$ cat src/sv/ecc_pkg.sv
// Types, codes and constants of the elevator car controller.
package ecc_pkg;

	localparam int FLOOR_W   = 5;
	localparam int HEIGHT_W  = 24;
	localparam int SPEED_W   = 16;
	localparam int TIMER_W   = 20;
	localparam int POS_W     = 32;
	localparam int CFG_IDX_W = 2;
	localparam int CFG_DATA_W = 24;

	localparam logic [FLOOR_W-1:0] MIN_FLOORS = 5'd5;
	localparam logic [FLOOR_W-1:0] MAX_FLOORS = 5'd20;

	typedef logic [FLOOR_W-1:0] floor_t;

	// Request types
	localparam logic [1:0] REQ_TICK  = 2'd0;
	localparam logic [1:0] REQ_CALL  = 2'd1;
	localparam logic [1:0] REQ_PRESS = 2'd2;

	// Car modes
	localparam logic [1:0] MODE_STOP  = 2'd0;
	localparam logic [1:0] MODE_RUN   = 2'd1;
	localparam logic [1:0] MODE_OPEN  = 2'd2;
	localparam logic [1:0] MODE_CLOSE = 2'd3;

	// Door events
	localparam logic [1:0] DOOR_NONE   = 2'd0;
	localparam logic [1:0] DOOR_OPENED = 2'd1;
	localparam logic [1:0] DOOR_CLOSED = 2'd2;

	// Pending command kinds
	localparam logic [1:0] KIND_NONE  = 2'd0;
	localparam logic [1:0] KIND_CALL  = 2'd1;
	localparam logic [1:0] KIND_PRESS = 2'd2;

	// Travel directions
	localparam logic [1:0] DIR_ZERO = 2'd0;
	localparam logic [1:0] DIR_UP   = 2'd1;
	localparam logic [1:0] DIR_DOWN = 2'd3;

	// Configuration register indexes
	localparam logic [CFG_IDX_W-1:0] CFG_FLOOR_COUNT  = 2'd0;
	localparam logic [CFG_IDX_W-1:0] CFG_FLOOR_HEIGHT = 2'd1;
	localparam logic [CFG_IDX_W-1:0] CFG_SPEED        = 2'd2;
	localparam logic [CFG_IDX_W-1:0] CFG_DOOR_TICKS   = 2'd3;

	localparam logic [HEIGHT_W-1:0] HEIGHT_RESET = 24'd768000;
	localparam logic [SPEED_W-1:0]  SPEED_RESET  = 16'd256;
	localparam logic [TIMER_W-1:0]  DOOR_RESET   = 20'd3000;

	typedef struct packed {
		floor_t                floor_count;
		logic [HEIGHT_W-1:0]   floor_height;
		logic [SPEED_W-1:0]    speed_per_tick;
		logic [TIMER_W-1:0]    door_ticks;
	} cfg_t;

	typedef struct packed {
		logic [1:0]              mode;
		floor_t                  floor_num;
		floor_t                  target;
		floor_t                  pend_floor;
		logic [1:0]              pend_kind;
		logic [1:0]              dir;
		logic signed [POS_W-1:0] pos;
		logic [TIMER_W-1:0]      timer;
	} car_state_t;

	typedef struct packed {
		floor_t     current_floor;
		logic [1:0] car_mode;
		logic [1:0] door_event;
		logic       floor_changed;
		logic       accepted;
	} result_t;

endpackage

$ cat src/sv/ecc_if.sv
// Request and result channel interfaces of the elevator car controller.
interface ecc_req_if;
	import ecc_pkg::*;

	logic       valid;
	logic       ready;
	logic [1:0] req_type;
	floor_t     floor_request;

	modport source(output valid, req_type, floor_request, input ready);
	modport sink(input valid, req_type, floor_request, output ready);
endinterface

interface ecc_res_if;
	import ecc_pkg::*;

	logic       valid;
	logic       ready;
	floor_t     current_floor;
	logic [1:0] car_mode;
	logic [1:0] door_event;
	logic       floor_changed;
	logic       accepted;

	modport source(output valid, current_floor, car_mode, door_event, floor_changed, accepted,
		input ready);
	modport sink(input valid, current_floor, car_mode, door_event, floor_changed, accepted,
		output ready);
endinterface

$ cat src/sv/ecc_step.sv
// Next-state and result logic for one item applied to the car state.
module ecc_step (
	input  ecc_pkg::car_state_t st,
	input  ecc_pkg::cfg_t       cfg,
	input  logic [1:0]          req_type,
	input  ecc_pkg::floor_t     floor_request,
	output ecc_pkg::car_state_t st_next,
	output ecc_pkg::result_t    result
);
	import ecc_pkg::*;

	localparam int SUM_W = POS_W + 2;

	function automatic logic [1:0] dir_of(input floor_t target, input floor_t here);
		if (target > here) return DIR_UP;
		else if (target < here) return DIR_DOWN;
		else return DIR_ZERO;
	endfunction

	function automatic logic signed [POS_W-1:0] sat_pos(input logic signed [SUM_W-1:0] s);
		if (s[SUM_W-1:POS_W-1] == '0 || s[SUM_W-1:POS_W-1] == '1)
			return s[POS_W-1:0];
		else if (s[SUM_W-1])
			return {1'b1, {(POS_W-1){1'b0}}};
		else
			return {1'b0, {(POS_W-1){1'b1}}};
	endfunction

	logic [FLOOR_W+HEIGHT_W-1:0] fh;
	logic signed [SUM_W-1:0]     up_thr;
	logic signed [SUM_W-1:0]     dn_thr;
	logic signed [SUM_W-1:0]     pos_ext;
	logic signed [SUM_W-1:0]     spd_ext;
	logic signed [POS_W-1:0]     pos_up;
	logic signed [POS_W-1:0]     pos_dn;
	logic [TIMER_W-1:0]          tmr_inc;
	logic                        req_ok;

	// Upward crossing lies at floor*height, downward at (floor-2)*height,
	// both measured from floor one at position zero.
	assign fh      = (FLOOR_W+HEIGHT_W)'(st.floor_num) * (FLOOR_W+HEIGHT_W)'(cfg.floor_height);
	assign up_thr  = $signed({{(SUM_W-FLOOR_W-HEIGHT_W){1'b0}}, fh});
	assign dn_thr  = up_thr - $signed({{(SUM_W-HEIGHT_W-1){1'b0}}, cfg.floor_height, 1'b0});
	assign pos_ext = SUM_W'(st.pos);
	assign spd_ext = $signed({{(SUM_W-SPEED_W){1'b0}}, cfg.speed_per_tick});
	assign pos_up  = sat_pos(pos_ext + spd_ext);
	assign pos_dn  = sat_pos(pos_ext - spd_ext);
	assign tmr_inc = (st.timer == '1) ? st.timer : st.timer + 1'b1;
	assign req_ok  = (floor_request != '0) && (floor_request <= cfg.floor_count);

	always_comb begin
		st_next              = st;
		result.door_event    = DOOR_NONE;
		result.floor_changed = 1'b0;
		result.accepted      = 1'b0;

		case (req_type)
			REQ_TICK: begin
				if (st_next.pend_kind != KIND_NONE &&
				    (st_next.mode == MODE_STOP || st_next.mode == MODE_RUN)) begin
					st_next.mode = MODE_RUN;
					if (st_next.pend_kind == KIND_PRESS) begin
						st_next.target = st_next.pend_floor;
						st_next.dir    = dir_of(st_next.target, st_next.floor_num);
					end
					st_next.pend_kind = KIND_NONE;
				end

				if (st_next.mode != MODE_STOP) begin
					if (st_next.floor_num == st_next.target) begin
						if (st_next.mode == MODE_RUN) begin
							st_next.mode  = MODE_OPEN;
							st_next.timer = '0;
						end else begin
							// Timer and door phase are untouched by the pending step.
							st_next.timer = tmr_inc;
							if (tmr_inc >= cfg.door_ticks) begin
								st_next.timer = '0;
								if (st_next.mode == MODE_OPEN) begin
									result.door_event = DOOR_OPENED;
									st_next.mode      = MODE_CLOSE;
								end else begin
									result.door_event = DOOR_CLOSED;
									st_next.mode      = MODE_STOP;
									if (st_next.pend_kind == KIND_PRESS) begin
										st_next.target = st_next.pend_floor;
										st_next.dir    = dir_of(st_next.target,
											st_next.floor_num);
										st_next.mode   = MODE_RUN;
									end
									st_next.pend_kind = KIND_NONE;
								end
							end
						end
					end else if (st_next.mode == MODE_RUN) begin
						if (st_next.dir == DIR_UP) begin
							st_next.pos = pos_up;
							if (SUM_W'(pos_up) > up_thr) begin
								st_next.floor_num    = st.floor_num + 1'b1;
								result.floor_changed = 1'b1;
							end
						end else if (st_next.dir == DIR_DOWN) begin
							st_next.pos = pos_dn;
							if (SUM_W'(pos_dn) < dn_thr) begin
								st_next.floor_num    = st.floor_num - 1'b1;
								result.floor_changed = 1'b1;
							end
						end
					end
				end
			end
			REQ_CALL: begin
				if (req_ok && st.mode == MODE_STOP && st.pend_kind == KIND_NONE) begin
					st_next.pend_kind = KIND_CALL;
					st_next.target    = floor_request;
					st_next.dir       = dir_of(floor_request, st.floor_num);
					result.accepted   = 1'b1;
				end
			end
			REQ_PRESS: begin
				if (req_ok) begin
					st_next.pend_kind  = KIND_PRESS;
					st_next.pend_floor = floor_request;
					st_next.dir        = dir_of(st.target, st.floor_num);
					result.accepted    = 1'b1;
				end
			end
			default: begin
			end
		endcase

		result.current_floor = st_next.floor_num;
		result.car_mode      = st_next.mode;
	end

endmodule

$ cat src/sv/elevator_car_controller_unit.sv
// Elevator car controller top level: input stage, car state, configuration and result register.
// Takes one item per clock cycle while the result sink keeps up, and gives exactly one result item for each.
// An accepted item is registered in the input stage; when the result register can advance, the
// car state is updated from it and the result is registered, which raises res.valid. The state
// update is combinational through the floor-height multiply (5 by 24 bits), the saturating
// position add and the floor crossing compare. While the sink stalls, the input register can
// still take one item; once it and the result register are both full, ready falls until the
// sink takes the waiting result.
module elevator_car_controller_unit (
	input  logic                                clk,
	input  logic                                arst_n,
	input  logic                                cfg_we,
	input  logic [ecc_pkg::CFG_IDX_W-1:0]       cfg_index,
	input  logic [ecc_pkg::CFG_DATA_W-1:0]      cfg_wdata,
	ecc_req_if.sink                             req,
	ecc_res_if.source                           res
);
	import ecc_pkg::*;

	cfg_t       cfg_q;
	car_state_t st_q;
	car_state_t st_next;
	result_t    step_res;
	result_t    res_q;
	logic       res_valid_q;
	logic       s1_valid_q;
	logic [1:0] req_type_s1;
	floor_t     floor_request_s1;
	floor_t     fc_wr;
	logic       advance;

	assign advance   = !res_valid_q || res.ready;
	assign req.ready = !s1_valid_q || advance;

	// Floor count is clamped to the served range as it is written.
	always_comb begin
		fc_wr = cfg_wdata[FLOOR_W-1:0];
		if (fc_wr < MIN_FLOORS) fc_wr = MIN_FLOORS;
		else if (fc_wr > MAX_FLOORS) fc_wr = MAX_FLOORS;
	end

	always_ff @(posedge clk or negedge arst_n) begin
		if (!arst_n) begin
			cfg_q.floor_count    <= MAX_FLOORS;
			cfg_q.floor_height   <= HEIGHT_RESET;
			cfg_q.speed_per_tick <= SPEED_RESET;
			cfg_q.door_ticks     <= DOOR_RESET;
		end else if (cfg_we) begin
			unique case (cfg_index)
				CFG_FLOOR_COUNT:  cfg_q.floor_count    <= fc_wr;
				CFG_FLOOR_HEIGHT: cfg_q.floor_height   <= cfg_wdata[HEIGHT_W-1:0];
				CFG_SPEED:        cfg_q.speed_per_tick <= cfg_wdata[SPEED_W-1:0];
				CFG_DOOR_TICKS:   cfg_q.door_ticks     <= cfg_wdata[TIMER_W-1:0];
				default: begin
				end
			endcase
		end
	end

	always_ff @(posedge clk or negedge arst_n) begin
		if (!arst_n) begin
			s1_valid_q <= 1'b0;
		end else if (req.ready) begin
			s1_valid_q <= req.valid;
		end
	end

	always_ff @(posedge clk) begin
		if (req.ready && req.valid) begin
			req_type_s1      <= req.req_type;
			floor_request_s1 <= req.floor_request;
		end
	end

	ecc_step u_step (
		.st            (st_q),
		.cfg           (cfg_q),
		.req_type      (req_type_s1),
		.floor_request (floor_request_s1),
		.st_next       (st_next),
		.result        (step_res)
	);

	always_ff @(posedge clk or negedge arst_n) begin
		if (!arst_n) begin
			st_q.mode       <= MODE_STOP;
			st_q.floor_num  <= 5'd1;
			st_q.target     <= 5'd1;
			st_q.pend_floor <= 5'd1;
			st_q.pend_kind  <= KIND_NONE;
			st_q.dir        <= DIR_ZERO;
			st_q.pos        <= '0;
			st_q.timer      <= '0;
			res_valid_q     <= 1'b0;
		end else if (advance) begin
			res_valid_q <= s1_valid_q;
			if (s1_valid_q) st_q <= st_next;
		end
	end

	always_ff @(posedge clk) begin
		if (advance && s1_valid_q) res_q <= step_res;
	end

	assign res.valid         = res_valid_q;
	assign res.current_floor = res_q.current_floor;
	assign res.car_mode      = res_q.car_mode;
	assign res.door_event    = res_q.door_event;
	assign res.floor_changed = res_q.floor_changed;
	assign res.accepted      = res_q.accepted;

endmodule

$ cat src/flat_wrapper.sv
// flat-port wrapper written by rule: the top's interface ports become plain ports
module elevator_car_controller_unit_flat import ecc_pkg::*;
  (clk, arst_n, cfg_we, cfg_index, cfg_wdata, req_valid, req_req_type, req_floor_request, req_ready, res_valid, res_current_floor, res_car_mode, res_door_event, res_floor_changed, res_accepted, res_ready);
  ecc_req_if req_i ();
  ecc_res_if res_i ();
  input  logic clk;
  input  logic arst_n;
  input  logic cfg_we;
  input  logic [ecc_pkg::CFG_IDX_W-1:0] cfg_index;
  input  logic [ecc_pkg::CFG_DATA_W-1:0] cfg_wdata;
  input wire logic [$bits(req_i.valid)-1:0] req_valid;
  input wire logic [$bits(req_i.req_type)-1:0] req_req_type;
  input wire logic [$bits(req_i.floor_request)-1:0] req_floor_request;
  output wire logic [$bits(req_i.ready)-1:0] req_ready;
  output wire logic [$bits(res_i.valid)-1:0] res_valid;
  output wire logic [$bits(res_i.current_floor)-1:0] res_current_floor;
  output wire logic [$bits(res_i.car_mode)-1:0] res_car_mode;
  output wire logic [$bits(res_i.door_event)-1:0] res_door_event;
  output wire logic [$bits(res_i.floor_changed)-1:0] res_floor_changed;
  output wire logic [$bits(res_i.accepted)-1:0] res_accepted;
  input wire logic [$bits(res_i.ready)-1:0] res_ready;
  assign req_i.valid = req_valid;
  assign req_i.req_type = req_req_type;
  assign req_i.floor_request = req_floor_request;
  assign req_ready = req_i.ready;
  assign res_valid = res_i.valid;
  assign res_current_floor = res_i.current_floor;
  assign res_car_mode = res_i.car_mode;
  assign res_door_event = res_i.door_event;
  assign res_floor_changed = res_i.floor_changed;
  assign res_accepted = res_i.accepted;
  assign res_i.ready = res_ready;
  elevator_car_controller_unit u_core (.clk(clk), .arst_n(arst_n), .cfg_we(cfg_we), .cfg_index(cfg_index), .cfg_wdata(cfg_wdata), .req(req_i), .res(res_i));
endmodule
$ cat config.mk
export PLATFORM = sky130hd
export DESIGN_NAME = elevator_car_controller_unit_flat
export DESIGN_NICKNAME = d
export VERILOG_FILES = /design/src/sv/ecc_pkg.sv /design/src/sv/ecc_if.sv /design/src/sv/ecc_step.sv /design/src/sv/elevator_car_controller_unit.sv /design/src/flat_wrapper.sv
export SDC_FILE = /design/constraint.sdc
export NUM_CORES = 1
export LEC_CHECK = 0
export BUFFER_PORTS_ARGS = -buffer_cell sky130_fd_sc_hd__buf_4
export CORE_ASPECT_RATIO = 0.5
export CORE_MARGIN = 1
export CORE_UTILIZATION = 40
export DETAILED_ROUTE_END_ITERATION = 8
export GPL_TIMING_DRIVEN = 0
export SLEW_MARGIN = 25
export SYNTH_ARGS = -nofsm -noshare
export SYNTH_HDL_FRONTEND = slang
export SYNTH_SLANG_ARGS = --single-unit
$ cat constraint.sdc
create_clock -name clk -period 9 [get_ports clk]
set_input_delay 2.25 -clock clk [delete_from_list [all_inputs] [get_ports clk]]
set_output_delay 2.25 -clock clk [all_outputs]
set_load 0.005 [all_outputs]
==> flow_summary.ini, run 1 <==
[route]
wl_um = 52700
viasPerCell = 5.60
routed-via-count = 15364
drc = 0
drtAntennaViolNets = 0
first_pass_iters = 6
wire_per_inst_um = 19.2
drt_iter0_markers = 1116

[sta]
worstMarginPinSlew_ns = 0.919
fin_ws_ns = 0.348
fmax_mhz = 116
post-route-period-util_pct = 96.1
drv_slew = 0
skew_ns = 0.0170
setup_viol = 0
slew_headroom_pct = 38.1
hold_viol = 0
final.min_clock_period_ns = 8.65

[min_path]
hold_depth = 2
hold_path_end = u_core.cfg_q[2]
worstHoldPathType = reg2reg
worstHoldStart = u_core.cfg_q[2]

[critical_path]
crit_family = simple AND/OR/NAND/NOR gates
ff2ff_path_depth = 35
critPathSlowestCell = fa_1
cpMostUsedCell = fa_1
max_stage_delay_ns = 0.54
cp_max_fo = 5
cp-start-kind = register
crit_type = reg2reg
cp.required_ns = 9.21
critPathBufInv = 6
reg2reg_from = u_core.st_q[68]
cp-end-kind = register
timing.rr.end = u_core.res.current_floor[1]
regToRegSetupSlack_ns = 0.35
cp.arrival_ns = 8.86

[synthesis]
postSynth.asyncResetShare_pct = 88.6
syn-cell-area_mm2 = 0.0174
ys.flop_type = dfrtp_1
ys_warn_count = 0
syn_avg_cell_area_um2 = 8.42
synth_edf_count = 18
yosys.cell_types.count = 83
synth_seq_area_share_pct = 23.4
synth_nets = 2369
syn_inst = 2061
ys_seq_elements = 158

[grt]
grt_usage_pct = 24.2
gr-total-overflow = 0
grt_max_degree = 84
antenna_found_initial = 2
grt_pass1_vias = 14388
grt_pass1_wl_um = 81200

[run_status]
run_status = finished, final reports clean

[finish]
layout.nets = 2461
mostFrequentLayoutCell = inv_1
antenna_cells = 0
synthToLayoutAreaGrowth_pct = 13.4
drive_gt1_share_pct = 13.3
final_cell_mix = inv_1, ha_1, nor2_1

[place]
dpl.hpwl_um = 41800
io_buffer_count = 49
place.gp.congestion = 0.923
post-place-ws_ns = -1.66

[die]
num_rows = 53
core_area_mm2 = 0.0424
die_y_um = 149
io_pins = 51
start_util_pct = 41.0
dieWidth_um = 297
die-area_mm2 = 0.0443

[clocking]
holdBufCountCts = 0
htree_levels = 4
clk_path_buf_depth = 2
clock-root-buffer = clkbuf_16
cts.sink_count = 158
numCtsBuffers = 17
cts_tree = built
clk_pin_slew_ns = 0.07
clock_latency_ns = 0.47

[flow_run]
max_cap_violations = 0
[flip-flops by register name (all words and copies together), names as in the netlist]
signal / count
u_core.req_type_s1: 2
u_core.res.floor_changed: 1
u_core.res.car_mode: 2
u_core.s1_valid_q: 1
u_core.res.current_floor: 5
u_core.res.accepted: 1
u_core.floor_request_s1: 5
u_core.st_q: 73
u_core.cfg_q: 65
u_core.res.valid: 1
u_core.res.door_event: 2
[worst max path at each step]
| stage | from | to | slack, ns | depth (start not counted) |
|---|---|---|---|---|
| floorplan | u_core.st_q[70] | u_core.res.current_floor[1] | 0.12 | 39 |
| global placement | u_core.st_q[70] | u_core.res.current_floor[1] | -1.67 | 39 |
| detailed placement | u_core.st_q[70] | u_core.res.current_floor[1] | -1.66 | 39 |
| CTS | u_core.st_q[69] | u_core.res.current_floor[1] | 0.04 | 39 |
| global route | u_core.st_q[68] | u_core.res.current_floor[1] | -0.1 | 34 |
| finish | u_core.st_q[68] | u_core.res.current_floor[1] | 0.35 | 35 |
[synthesized netlist by cell type (16+ instances only)]
master | instances | area share, %
clkbuf_1 | 52 | 1.1
o21bai_1 | 17 | 0.74
and3_1 | 24 | 0.87
a31oi_1 | 34 | 1.2
nor4_1 | 16 | 0.58
xor2_1 | 42 | 2.1
nor3_1 | 41 | 1.2
nand2b_1 | 29 | 1.0
a21oi_1 | 146 | 4.2
nor2_1 | 172 | 3.7
xnor2_1 | 85 | 4.3
o21ai_0 | 106 | 3.1
o21a_1 | 18 | 0.78
ha_1 | 201 | 14
nand4_1 | 22 | 0.79
dfstp_2 | 20 | 3.0
mux2_2 | 59 | 3.8
edfxtp_1 | 18 | 3.1
a211oi_1 | 24 | 1.0
nor2b_1 | 18 | 0.65
fa_1 | 69 | 8.0
nand2_1 | 158 | 3.4
nand3_1 | 50 | 1.4
and2_1 | 25 | 0.90
dfrtp_1 | 120 | 17
inv_1 | 237 | 5.1
o211ai_1 | 16 | 0.69
a221o_1 | 16 | 0.92
a21o_1 | 31 | 1.3
[area by class of cell]
type                    count  area, um^2
fillers                  4110       22700
well taps                 577         722
repair buffers             77         629
inverters                 238         901
plain buffers              70         339
flip-flops and latches    158        4070
multi-input cells        1591       12400
clock inverters            15         169
clock buffers              17         425
[cells by family (layout without fill, tap and decap cells)]
family,Yosys count,in the layout,synth area share [%]
buffers and inverters,312,417,6.96
adders and majority gates,270,270,22.4
AOI/OAI and AO/OA,504,504,18.7
and+or+nand+nor,621,621,17.7
DFF,158,158,23.4
xor gates and xnor gates,127,127,6.41
muxes,69,69,4.40
[worst min-delay path, stage by stage, from the launching register on]
cell and delay [ns]:
dfrtp_1 0.35, nand2_1 0.05, o21ai_0 0.07
[metal layers]
layer	GRT usage [%]	wire length (um)
met5	0	0
met4	7.22	1320
met3	6.03	4170
met2	36.4	22500
met1	33.9	24800
[what timing repair did]
action                                  CTS  global route
endpoints found under the setup margin   11            11
pin swaps                                 5            36
resized for setup                        28            75
setup buffers                             6            22
[stage by stage]
step / setup TNS (ns) / utilization [%] / instance area, um^2 / instances / hold slack, ns
global placement: -16.64 / 43.5 / 18400 / 2687 / 0.466
detailed placement: -16.55 / 43.6 / 18500 / 2688 / 0.484
CTS: 0 / 45.4 / 19200 / 2722 / 0.500
finish: 0 / 46.5 / 19700 / 2743 / 0.495
floorplan: 0 / - / 17400 / 2061 / 0.450
global route: -0.232 / 46.5 / 19700 / 2743 / 0.530
Power of run 1 is left out: the tool's default activity adds up to more than one toggle a clock period on the data nets, which glitch-free logic cannot reach.
==> run 2, diff against run 1 <==
==> constraint.sdc (replaced) <==
create_clock -name clk -period 7.8 [get_ports clk]
set_input_delay 1.95 -clock clk [delete_from_list [all_inputs] [get_ports clk]]
set_output_delay 1.95 -clock clk [all_outputs]
set_load 0.005 [all_outputs]
==> run 2 against run 1 <==
Clock-buffer cell count stayed put. Design area is 1.6% higher. Non-clock buffer count is 14 higher. Global-route usage is 0.71 points higher. Cell count is 0.51% higher. The flow now finishes with violations (setup timing). Register-to-register slack worse by 0.94 ns. Critical path depth is 1 higher.
==> flow_summary.ini, run 2 (synthesis results as in run 1) <==
[grt]
grt_pass1_wl_um = 84000
grt_max_degree = 78
grt_usage_pct = 24.9
grt_pass1_vias = 14769
gr-total-overflow = 0
antenna_found_initial = 0

[critical_path]
ff2ff_path_depth = 36
reg2reg_from = u_core.st_q[68]
cp.arrival_ns = 8.61
critPathBufInv = 5
cp-end-kind = register
critPathSlowestCell = fa_1
crit_type = reg2reg
cp_max_fo = 8
max_stage_delay_ns = 0.52
crit_family = simple AND/OR/NAND/NOR gates
cp-start-kind = register
cp.required_ns = 8.02
timing.rr.end = u_core.res.current_floor[1]
path_depth = 36
regToRegSetupSlack_ns = -0.59

[finish]
regMostFlops = u_core.st_q
layout.nets = 2475
mostFrequentLayoutCell = inv_1
utilization_pct = 47.2
drive_gt1_share_pct = 14.7
top_regs = u_core.st_q: 73 flops, u_core.cfg_q: 65 flops
largest_register_ffs = 73
final_cell_mix = inv_1, ha_1, nor2_1
antenna_cells = 0
synthToLayoutAreaGrowth_pct = 15.3
final_area_mm2 = 0.0200
instances_no_fill = 2757

[flow_run]
max_cap_violations = 0

[die]
core_area_mm2 = 0.0424
io_pins = 51
num_rows = 53
die-area_mm2 = 0.0443
die_y_um = 149
dieWidth_um = 297
start_util_pct = 41.0

[sta]
worstMarginPinSlew_ns = 0.992
fin_ws_ns = -0.595
drv_slew = 0
hold_ws_ns = 0.482
final.min_clock_period_ns = 8.39
post-route-period-util_pct = 108
rsz0062_at_grt = true
fmax_mhz = 119
skew_ns = 0.0135
setup_viol = 11
hold_viol = 0
slew_headroom_pct = 33.9

[clocking]
clk_pin_slew_ns = 0.08
holdBufCountCts = 0
clk_path_buf_depth = 2
numCtsBuffers = 17
htree_levels = 4
clock_latency_ns = 0.47
cts_tree = built
cts.sink_count = 158
clock-root-buffer = clkbuf_16

[place]
placed_cell_area_mm2 = 0.0187
placed_cells = 2688
place.gp.congestion = 0.966
io_buffer_count = 49
dpl.hpwl_um = 42400

[run_status]
run_status = finished, violations left
violations = setup timing

[route]
wire_per_inst_um = 19.5
drt_iter0_markers = 1188
viasPerCell = 5.62
routed-via-count = 15503
drc = 0
first_pass_iters = 7
drtAntennaViolNets = 0
wl_um = 53900

[min_path]
worstHoldStart = u_core.cfg_q[2]
worstHoldPathType = reg2reg
hold_path_end = u_core.cfg_q[2]
hold_depth = 2
[run 2: worst max-delay path by stage]
stage	from	to	slack, ns
CTS	u_core.st_q[70]	u_core.res.current_floor[2]	-0.56
floorplan	u_core.st_q[70]	u_core.res.current_floor[1]	-0.20
global route	u_core.st_q[68]	u_core.res.current_floor[1]	-0.84
detailed placement	u_core.st_q[67]	u_core.res.current_floor[4]	-1.52
finish	u_core.st_q[68]	u_core.res.current_floor[1]	-0.59
global placement	u_core.st_q[67]	u_core.res.current_floor[4]	-1.52
[run 2: metrics by stage]
stage          setup TNS (ns)  setup slack (ns)
6_report                -5.62            -0.595
5_1_grt                 -8.29            -0.836
4_1_cts                 -5.14            -0.564
3_5_place_dp           -14.62             -1.52
3_3_place_gp           -14.95             -1.52
2_1_floorplan          -0.505            -0.200
[run 2: area by class of cell]
type / count / area (um^2)
Clock inverter: 15 / 173
Fill cell: 4108 / 22400
Tap cell: 577 / 722
Clock buffer: 17 / 425
Inverter: 238 / 903
Multi-Input combinational cell: 1591 / 12600
Buffer: 72 / 392
Timing Repair Buffer: 89 / 726
Sequential cell: 158 / 4070
[run 2: per-layer routing]
layer / wire, um / vias to the layer above / global-route usage [%]
met2: 23400 / 458 / 38.6
met5: 0 / - / 0
met3: 3690 / 65 / 4.16
li1: - / 7459 / -
met4: 1040 / 0 / 6.16
met1: 25700 / 7521 / 35.7
[run 2: worst reg2reg max path: cells and delay by family (launching register included)]
family | cells | cell delay, ns
buf+inv | 5 | 0.48
simple gates | 12 | 2.63
flops | 1 | 0.40
xor+xnor | 2 | 0.24
compound gates | 11 | 2.06
fa+ha+maj | 6 | 2.36
[run 2: what timing repair did]
item                       4_1_cts  5_1_grt
setup endpoints to repair       11       11
pin swaps                       41       45
setup buffers                   20       20
resized for setup               53       57
Power of run 2 is left out for the same reason.
